**src/design/tmp_pkg.sv**
```systemverilog
`default_nettype none
package tmp_pkg;

  localparam int INDEX_BITS   = 31;
  localparam int MODULUS_BITS = 31;
  localparam int FIELD_BITS   = 31;
  localparam int IDX_W        = (INDEX_BITS < FIELD_BITS) ? INDEX_BITS : FIELD_BITS;
  localparam int CFG_IDX_BITS = 2;
  localparam int MODULUS_RST  = 1000;

  typedef enum logic [CFG_IDX_BITS-1:0] {
    REG_MODULUS,
    REG_FIRST,
    REG_SECOND,
    REG_THIRD
  } cfg_reg_e;

  typedef logic [MODULUS_BITS-1:0] elem_t;
  typedef logic [2:0][MODULUS_BITS-1:0] xvec_t;
  typedef logic [2:0][FIELD_BITS-1:0] yvec_t;
  typedef logic [2:0][2:0][MODULUS_BITS-1:0] mat_t;

  function automatic mat_t identity_mat();
    mat_t r;
    r = '0;
    r[0][0] = elem_t'(1);
    r[1][1] = elem_t'(1);
    r[2][2] = elem_t'(1);
    return r;
  endfunction

  function automatic mat_t companion_mat();
    mat_t r;
    r = '0;
    r[0][0] = elem_t'(1);
    r[0][1] = elem_t'(1);
    r[0][2] = elem_t'(1);
    r[1][0] = elem_t'(1);
    r[2][1] = elem_t'(1);
    return r;
  endfunction

endpackage
`default_nettype wire

```
**src/design/tmp_dot.sv**
```systemverilog
`default_nettype none
module tmp_dot (
  input  wire logic                           clk_i,
  input  wire logic                           rst_ni,
  input  wire logic                           start_i,
  input  wire logic [tmp_pkg::MODULUS_BITS-1:0] m_i,
  input  wire tmp_pkg::xvec_t                 x_i,
  input  wire tmp_pkg::yvec_t                 y_i,
  output logic                                done_o,
  output logic [tmp_pkg::MODULUS_BITS-1:0]    res_o
);

  localparam int MB = tmp_pkg::MODULUS_BITS;
  localparam int FB = tmp_pkg::FIELD_BITS;
  localparam int CW = $clog2(FB);

  typedef enum logic [1:0] {
    S_IDLE,
    S_SHIFT,
    S_ADD
  } state_e;

  state_e          state_q;
  logic [1:0]      pair_q;
  logic [CW-1:0]   cnt_q;
  logic [FB-1:0]   ys_q;
  logic [MB-1:0]   r_q, r_d;
  logic [MB-1:0]   sum_q, sum_d;
  logic            done_q;

  logic [MB+1:0]   t0, t1, t2;
  logic [MB:0]     s0;
  logic            ge1, ge2;

  // shift-and-add step: r = 2r + bit*x, kept below m
  always_comb begin
    t0 = {1'b0, r_q, 1'b0} + (ys_q[FB-1] ? {2'b00, x_i[pair_q]} : '0);
    t1 = t0 - {2'b00, m_i};
    t2 = t0 - {1'b0, m_i, 1'b0};
    ge1 = t0 >= {2'b00, m_i};
    ge2 = t0 >= {1'b0, m_i, 1'b0};
    if (ge2) begin
      r_d = t2[MB-1:0];
    end else if (ge1) begin
      r_d = t1[MB-1:0];
    end else begin
      r_d = t0[MB-1:0];
    end
    s0 = {1'b0, sum_q} + {1'b0, r_q};
    if (s0 >= {1'b0, m_i}) begin
      sum_d = MB'(s0 - {1'b0, m_i});
    end else begin
      sum_d = s0[MB-1:0];
    end
  end

  always_ff @(posedge clk_i or negedge rst_ni) begin
    if (!rst_ni) begin
      state_q <= S_IDLE;
      done_q  <= 1'b0;
      pair_q  <= '0;
      cnt_q   <= '0;
    end else begin
      done_q <= 1'b0;
      unique case (state_q)
        S_IDLE: begin
          if (start_i) begin
            state_q <= S_SHIFT;
            pair_q  <= '0;
            cnt_q   <= CW'(FB - 1);
            ys_q    <= y_i[0];
            r_q     <= '0;
            sum_q   <= '0;
          end
        end
        S_SHIFT: begin
          r_q  <= r_d;
          ys_q <= {ys_q[FB-2:0], 1'b0};
          if (cnt_q == '0) begin
            state_q <= S_ADD;
          end else begin
            cnt_q <= cnt_q - CW'(1);
          end
        end
        S_ADD: begin
          sum_q <= sum_d;
          r_q   <= '0;
          if (pair_q == 2'd2) begin
            state_q <= S_IDLE;
            done_q  <= 1'b1;
          end else begin
            state_q <= S_SHIFT;
            pair_q  <= pair_q + 2'd1;
            ys_q    <= y_i[pair_q + 2'd1];
            cnt_q   <= CW'(FB - 1);
          end
        end
        default: state_q <= S_IDLE;
      endcase
    end
  end

  assign done_o = done_q;
  assign res_o  = sum_q;

endmodule
`default_nettype wire

```
**config.mk**
```make
export PLATFORM = sky130hd
export DESIGN_NAME = tmp_dot
export DESIGN_NICKNAME = d
export VERILOG_FILES = /design/src/design/tmp_pkg.sv /design/src/design/tmp_dot.sv
export SDC_FILE = /design/constraint.sdc
export NUM_CORES = 1
export LEC_CHECK = 0
export BUFFER_PORTS_ARGS = -buffer_cell sky130_fd_sc_hd__clkbuf_2
export CAP_MARGIN = 20
export CORE_MARGIN = 2
export CORE_UTILIZATION = 36
export CTS_CLUSTER_DIAMETER = 60
export CTS_CLUSTER_SIZE = 30
export DETAILED_ROUTE_END_ITERATION = 10
export GPL_ROUTABILITY_DRIVEN = 1
export MAX_ROUTING_LAYER = met4
export PLACE_DENSITY_LB_ADDON = 0.08
export SLEW_MARGIN = 5
export SYNTH_ARGS = -nofsm -noshare
export SYNTH_HDL_FRONTEND = slang
export SYNTH_SLANG_ARGS = --single-unit
```
**constraint.sdc**
```tcl
create_clock -name clk_i -period 6.3 [get_ports clk_i]
set_input_delay 0.315 -clock clk_i [delete_from_list [all_inputs] [get_ports clk_i]]
set_output_delay 0.315 -clock clk_i [all_outputs]
set_load 0.02 [all_outputs]
```
==> results of run 1 <==
path summary, 6_finish.rpt:
kind	endpoint	startpoint	cells after the start	slack (ns)
worst max-delay path	r_q[7]$_SDFFCE_PP0P_	pair_q[1]$_DFFE_PN0P_	24	0.21
worst min-delay path	ys_q[23]$_DFFE_PP_	y_i[23]	3	0.19
worst max register to register	r_q[7]$_SDFFCE_PP0P_	pair_q[1]$_DFFE_PN0P_	24	0.21
worst min register to register	cnt_q[4]$_DFFE_PN0P_	cnt_q[4]$_DFFE_PN0P_	1	0.55
max in group asynchronous	pair_q[1]$_DFFE_PN0P_	rst_ni	2	5.57
min in group asynchronous	pair_q[0]$_DFFE_PN0P_	rst_ni	2	0.40
timing repair:
| item | CTS | global route |
|---|---|---|
| endpoints found under the hold margin | 10 | 0 |
| buffers inserted | 0 | 5 |
| resized for setup | 0 | 46 |
| setup endpoints to repair | 0 | 31 |
| hold buffers | 1 | 0 |
registers in the layout, summed over array words and instances (netlist names):
signal,flops
ys_q,31
state_q,2
done_o,1
pair_q,2
r_q,31
cnt_q,5
res_o,31
worst register-to-register path, cell delays in order (launching register included):
cell	delay (ns)
dfrtp_2	0.44
buf_4	0.17
buf_12	0.18
mux2i_1	0.23
o21ai_0	0.16
and2_1	0.21
ha_1	0.28
and3_1	0.20
and3_1	0.20
nand2b_1	0.13
o21ai_4	0.25
a21oi_2	0.10
buf_4	0.15
xnor2_1	0.39
ha_1	0.33
nand4_1	0.20
nor4_1	0.52
a41oi_1	0.21
a41o_1	0.28
nor3_1	0.24
or4_4	0.20
buf_12	0.18
buf_4	0.24
mux2i_2	0.25
a211oi_2	0.09
cells in the mapped netlist (12+ instances only):
library cell and count:
nand3_1 34, nand2_1 158, a21oi_1 153, a21o_1 53, o21bai_1 22, nand2b_1 21
and3_1 20, nor3_1 30, a22o_1 32, o211ai_1 15, o21ai_0 146, nor2b_1 16
a211oi_1 23, o21a_1 24, nand4_1 18, nor2_1 120, clkbuf_1 51, xnor2_1 84
edfxtp_1 93, inv_1 76, mux2i_1 77, a31oi_1 20, o31ai_1 12, xor2_1 41
and2_1 40, a22oi_1 34, ha_1 162
metrics by stage:
step | cell area, µm² | util [%] | setup WS [ns] | setup TNS [ns] | std cells
floorplan | 14200 | - | 0.0938 | 0 | 1754
global placement | 16200 | 41.8 | 0.163 | 0 | 2489
detailed placement | 16200 | 41.9 | 0.0398 | 0 | 2491
CTS | 16500 | 42.7 | 0.00148 | 0 | 2508
global route | 16800 | 43.4 | -0.0496 | -0.158 | 2515
finish | 16800 | 43.4 | 0.207 | 0 | 2515
routing by layer:
layer	track usage [%]	share of wire, %
met5	-	0
met3	3.10	5.7
met1	34.6	48
met4	8.00	2.9
met2	36.9	43
kinds of logic (layout without fill, tap and decap cells):
family	count (synthesis)	after routing	synth area share, %
AO/OA/AOI/OAI	623	623	28.7
multiplexers	81	81	5.75
adder cells (fa/ha/maj)	167	167	15.0
buffers and inverters	155	398	4.44
AND/OR/NAND/NOR	500	500	16.9
XOR/XNOR	125	125	7.72
flip-flops	103	103	21.5
final cells by class:
class / instances / area, µm² / area share [%]
clock buffers: 15 / 312 / 1.85
flip-flops and latches: 103 / 3040 / 18.1
clock inverters: 1 / 5.00 / 0.0297
repair buffers: 304 / 1740 / 10.3
well taps: 518 / 648 / 3.85
multi-input cells: 1496 / 10800 / 64.1
inverters: 78 / 293 / 1.74
==> results.py, run 1 <==
metrics = {
    "clock_network": {
        "clock_latency_ns": 0.39,
        "cts_made_buffers": 9,
        "cts_sinks": 103,
        "clockBufferDepth": 2,
        "cts_root_buffer": "clkbuf_16",
        "cts_tree": "built",
        "htree_num_levels": 3,
        "path_clk_slew_ns": 0.08,
    },
    "timing": {
        "fmax_mhz": 164,
        "whs_ns": 0.194,
        "tightest_slew_ns": 1.04,
        "fin_skew_ns": 0.0106,
        "hold_viol_final": 0,
        "min_period_ns": 6.09,
        "max-slew-margin-rel_pct": 30.8,
        "post-route-period-util_pct": 96.7,
        "finalSetupViolCount": 0,
        "drv_slew": 0,
    },
    "yosys": {
        "syn_area_per_cell_um2": 8.09,
        "synth_flop_cell": "edfxtp_1",
        "ys_ff_latch": 103,
        "yosys.area.top_type": "edfxtp_1",
        "synth_top_area_share_pct": 19.7,
        "yosys_warnings": 0,
        "synth_edf_count": 93,
        "synthCells": 1754,
        "syn_area_um2": 14200,
        "ys_seq_area_share_pct": 21.5,
        "synthTopCellsByArea": "edfxtp_1 20%, ha_1 14%, mux2i_1 5.4%",
        "synth_nets": 2141,
        "yosysUniqueCellTypes": 81,
        "synthArstFlopShare_pct": 9.71,
    },
    "layout": {
        "fill_cells": 4023,
        "final_common_cell": "clkbuf_2",
        "nNetsFinal": 2379,
        "n_antenna_cell": 0,
        "syn2layout_area_growth_pct": 18.6,
        "mostFrequentLayoutCells": "251 x clkbuf_2, 157 x nand2_1, 157 x ha_1",
        "drive_above_1_share_pct": 19.3,
    },
    "worst_setup_path": {
        "path_buf_inv": 5,
        "crit_path_start_kind": "flip-flop",
        "worstPathCellList": "buf_4, buf_12, mux2i_1, o21ai_0, and2_1, ha_1, and3_1, and3_1, nand2b_1, o21ai_4, a21oi_2, buf_4, xnor2_1, ha_1, nand4_1, nor4_1, a41oi_1, a41o_1, nor3_1, or4_4, buf_12, buf_4, mux2i_2, a211oi_2",
        "critPathMaxStageDelay_ns": 0.52,
        "crit_top_cell": "buf_4",
        "endpoint_kind": "flip-flop",
        "cpMaxStageDelayCell": "nor4_1",
        "cpLargestDelayFamily": "simple AND/OR/NAND/NOR gates",
        "arrival_ns": 6.21,
        "critPathRequiredTime_ns": 6.42,
        "crit_type": "flip-flop to flip-flop",
        "crit_fanout": 21,
    },
    "routing": {
        "postRouteAntennaNets": 0,
        "via_per_inst": 5.66,
        "drt-initial-drc-count": 908,
        "wirelength_um": 50500,
        "wl_per_cell_um": 20.1,
        "drc": 0,
        "vias": 14235,
        "dr.pass1.iters": 6,
    },
    "floorplan": {
        "start_util_pct": 36.6,
        "io_pins": 252,
        "fp.dieArea_um2": 41000,
        "die_y_um": 202,
        "die_w_um": 202,
        "rows": 72,
        "core_area_um2": 38700,
    },
    "outcome": {
        "status": "finished clean",
    },
    "grt": {
        "grt_usage_pct": 24.7,
        "antenna_found_initial": 0,
        "grt_first_pass_wirelength_um": 76500,
        "grt_overflow": 0,
        "grt_max_degree": 52,
        "grt_pass1_vias": 13700,
    },
    "placement": {
        "gp_congestion": 0.948,
        "dpl.hpwl_um": 41300,
        "io_buffers": 251,
    },
    "worst_hold_path": {
        "worstHoldPathType": "input port to flip-flop",
    },
    "job": {
        "max_cap_violations": 0,
    },
}
Power of run 1 is left out: the tool's default activity adds up to more than one toggle a clock period on the data nets, which glitch-free logic cannot reach.
==> run 2, diff against run 1 <==
--- a/config.mk
+++ b/config.mk
@@ -5,16 +5,17 @@
 export SDC_FILE = /design/constraint.sdc
 export NUM_CORES = 1
 export LEC_CHECK = 0
-export BUFFER_PORTS_ARGS = -buffer_cell sky130_fd_sc_hd__clkbuf_2
 export CAP_MARGIN = 20
 export CORE_MARGIN = 2
 export CORE_UTILIZATION = 36
 export CTS_CLUSTER_DIAMETER = 60
 export CTS_CLUSTER_SIZE = 30
 export DETAILED_ROUTE_END_ITERATION = 10
+export DONT_BUFFER_PORTS = 1
 export GPL_ROUTABILITY_DRIVEN = 1
 export MAX_ROUTING_LAYER = met4
 export PLACE_DENSITY_LB_ADDON = 0.08
+export SETUP_SLACK_MARGIN = 0.4
 export SLEW_MARGIN = 5
 export SYNTH_ARGS = -nofsm -noshare
 export SYNTH_HDL_FRONTEND = slang
==> run 2 against run 1 <==
  * Hold slack got worse by 0.089 ns
  * Global-route usage grew 0.18 points
  * Critical path depth did not move
  * Critical endpoint is now r_q[6]$_SDFFCE_PP0P_
  * Highest routed layer unchanged
==> results.py, run 2 (same netlist as run 1, synthesis figures left out) <==
metrics = {
    "grt": {
        "antenna_found_initial": 0,
        "grt_pass1_vias": 12968,
        "grt_usage_pct": 24.9,
        "grt_overflow": 0,
        "grt_first_pass_wirelength_um": 76000,
        "grt_max_degree": 52,
    },
    "floorplan": {
        "die_w_um": 202,
        "fp.dieArea_um2": 41000,
        "io_pins": 252,
        "die_y_um": 202,
        "start_util_pct": 36.6,
        "rows": 72,
        "core_area_um2": 38700,
    },
    "timing": {
        "max-slew-margin-rel_pct": 30.5,
        "rsz0062_at_grt": "true",
        "post-route-period-util_pct": 93.9,
        "finalSetupViolCount": 0,
        "fin_setup_tns_ns": 0,
        "drv_slew": 0,
        "fmax_mhz": 169,
        "fin_skew_ns": 0.00959,
        "hold_viol_final": 0,
        "min_period_ns": 5.92,
        "tightest_slew_ns": 1.04,
    },
    "worst_setup_path": {
        "cpMaxStageDelayCell": "or4_4",
        "cp-startpoint": "pair_q[1]$_DFFE_PN0P_",
        "crit_path_start_kind": "flip-flop",
        "worstPathCellList": "buf_12, bufbuf_16, mux2i_1, o21ai_0, and2_1, ha_4, o211ai_1, nand3b_1, o211ai_1, o21ai_2, a41oi_4, o31ai_2, xor2_1, ha_1, a21oi_1, o21a_1, nor3b_2, a41o_1, nor3_2, or4_4, buf_6, clkbuf_16, mux2i_1, a211oi_2",
        "endpoint_kind": "flip-flop",
        "r2r_end": "r_q[6]$_SDFFCE_PP0P_",
        "critPathMaxStageDelay_ns": 0.61,
        "critPathRequiredTime_ns": 6.49,
        "r2r_slack_ns": 0.38,
        "r2r.worst_path.cells": 24,
        "crit_type": "flip-flop to flip-flop",
        "arrival_ns": 6.11,
        "worstSetupEndpoint": "r_q[6]$_SDFFCE_PP0P_",
        "crit_fanout": 10,
        "r2r-start": "pair_q[1]$_DFFE_PN0P_",
    },
    "routing": {
        "wl_per_cell_um": 22.7,
        "drt-initial-drc-count": 817,
        "wirelength_um": 52300,
        "vias": 13636,
        "postRouteAntennaNets": 0,
        "via_per_inst": 5.92,
        "dr.pass1.iters": 5,
        "drc": 0,
    },
    "layout": {
        "fill_cells": 3990,
        "multi_input_area_um2": 11100,
        "final_common_cell": "nand2_1",
        "syn2layout_area_growth_pct": 14.9,
        "drive_above_1_share_pct": 12.3,
        "n_antenna_cell": 0,
        "nNetsFinal": 2169,
        "seqCellArea_um2": 3040,
        "mostFrequentLayoutCells": "157 x nand2_1, 149 x ha_1, 141 x a21oi_1",
    },
    "clock_network": {
        "cts_made_buffers": 9,
        "cts_tree": "built",
        "clock_latency_ns": 0.40,
        "cts_sinks": 103,
        "htree_num_levels": 3,
        "cts_root_buffer": "clkbuf_16",
        "path_clk_slew_ns": 0.09,
        "clockBufferDepth": 2,
    },
    "outcome": {
        "status": "finished clean",
    },
    "placement": {
        "gp_congestion": 0.898,
        "dpl.hpwl_um": 40800,
        "io_buffers": 0,
    },
    "job": {
        "max_cap_violations": 0,
    },
    "worst_hold_path": {
        "min_from": "y_i[20]",
        "worstHoldPathType": "input port to flip-flop",
    },
}
[run 2: layout make-up]
type                    instances  share of cell area (%)
repair buffers                 94                    5.73
flip-flops and latches        103                    18.7
clock buffers                   9                    1.38
clock inverters                 7                   0.446
multi-input cells            1496                    68.0
well taps                     518                    3.98
inverters                      78                    1.80
[run 2: metrics by stage]
stage | hold slack, ns | util [%] | std cells | worst slack (ns) | cell area (µm²)
finish | 0.105 | 42.1 | 2305 | 0.384 | 16300
floorplan | 0.0194 | - | 1754 | 0.410 | 14200
detailed placement | 0.0198 | 38.8 | 2248 | 0.229 | 15000
global route | 0.111 | 42.1 | 2305 | 0.165 | 16300
CTS | 0.0830 | 39.9 | 2270 | 0.411 | 15500
global placement | 0.0198 | 38.7 | 2247 | 0.200 | 15000
[run 2: timing repair]
| item | in CTS | in global routing |
|---|---|---|
| endpoints found under the hold margin | 10 | 0 |
| gates cloned | 1 | 8 |
| setup endpoints to repair | 26 | 62 |
| hold buffers | 1 | 0 |
| pin swaps | 4 | 55 |
| buffers inserted | 4 | 25 |
| resized for setup | 18 | 94 |
[run 2: worst min-delay path by stage]
stage	end	slack (ns)	cells past startpoint
floorplan	cnt_q[0]$_DFFE_PN0P_	0.02	0
global placement	done_o$_DFF_PN0_	0.02	0
detailed placement	done_o$_DFF_PN0_	0.02	0
CTS	ys_q[20]$_DFFE_PP_	0.08	2
global route	ys_q[6]$_DFFE_PP_	0.11	2
finish	ys_q[20]$_DFFE_PP_	0.10	2
[run 2: routing by layer]
layer | up-vias | global-route usage, % | wire length [µm]
li1 | 6629 | - | -
met1 | 6512 | 34.6 | 24700
met2 | 448 | 38.5 | 23900
met3 | 47 | 2.47 | 2660
met4 | 0 | 7.01 | 1070
met5 | - | - | 0
[run 2: critical path: cells and delay by family, from the launching register on]
kind,cells,cell delay [ns]
AND/OR/NAND/NOR,5,1.21
buffers and inverters,4,0.75
multiplexers,2,0.32
XOR/XNOR,1,0.27
adder cells (fa/ha/maj),2,0.62
flip-flops,1,0.47
AO/OA/AOI/OAI,10,2.04
Power of run 2 is left out for the same reason.
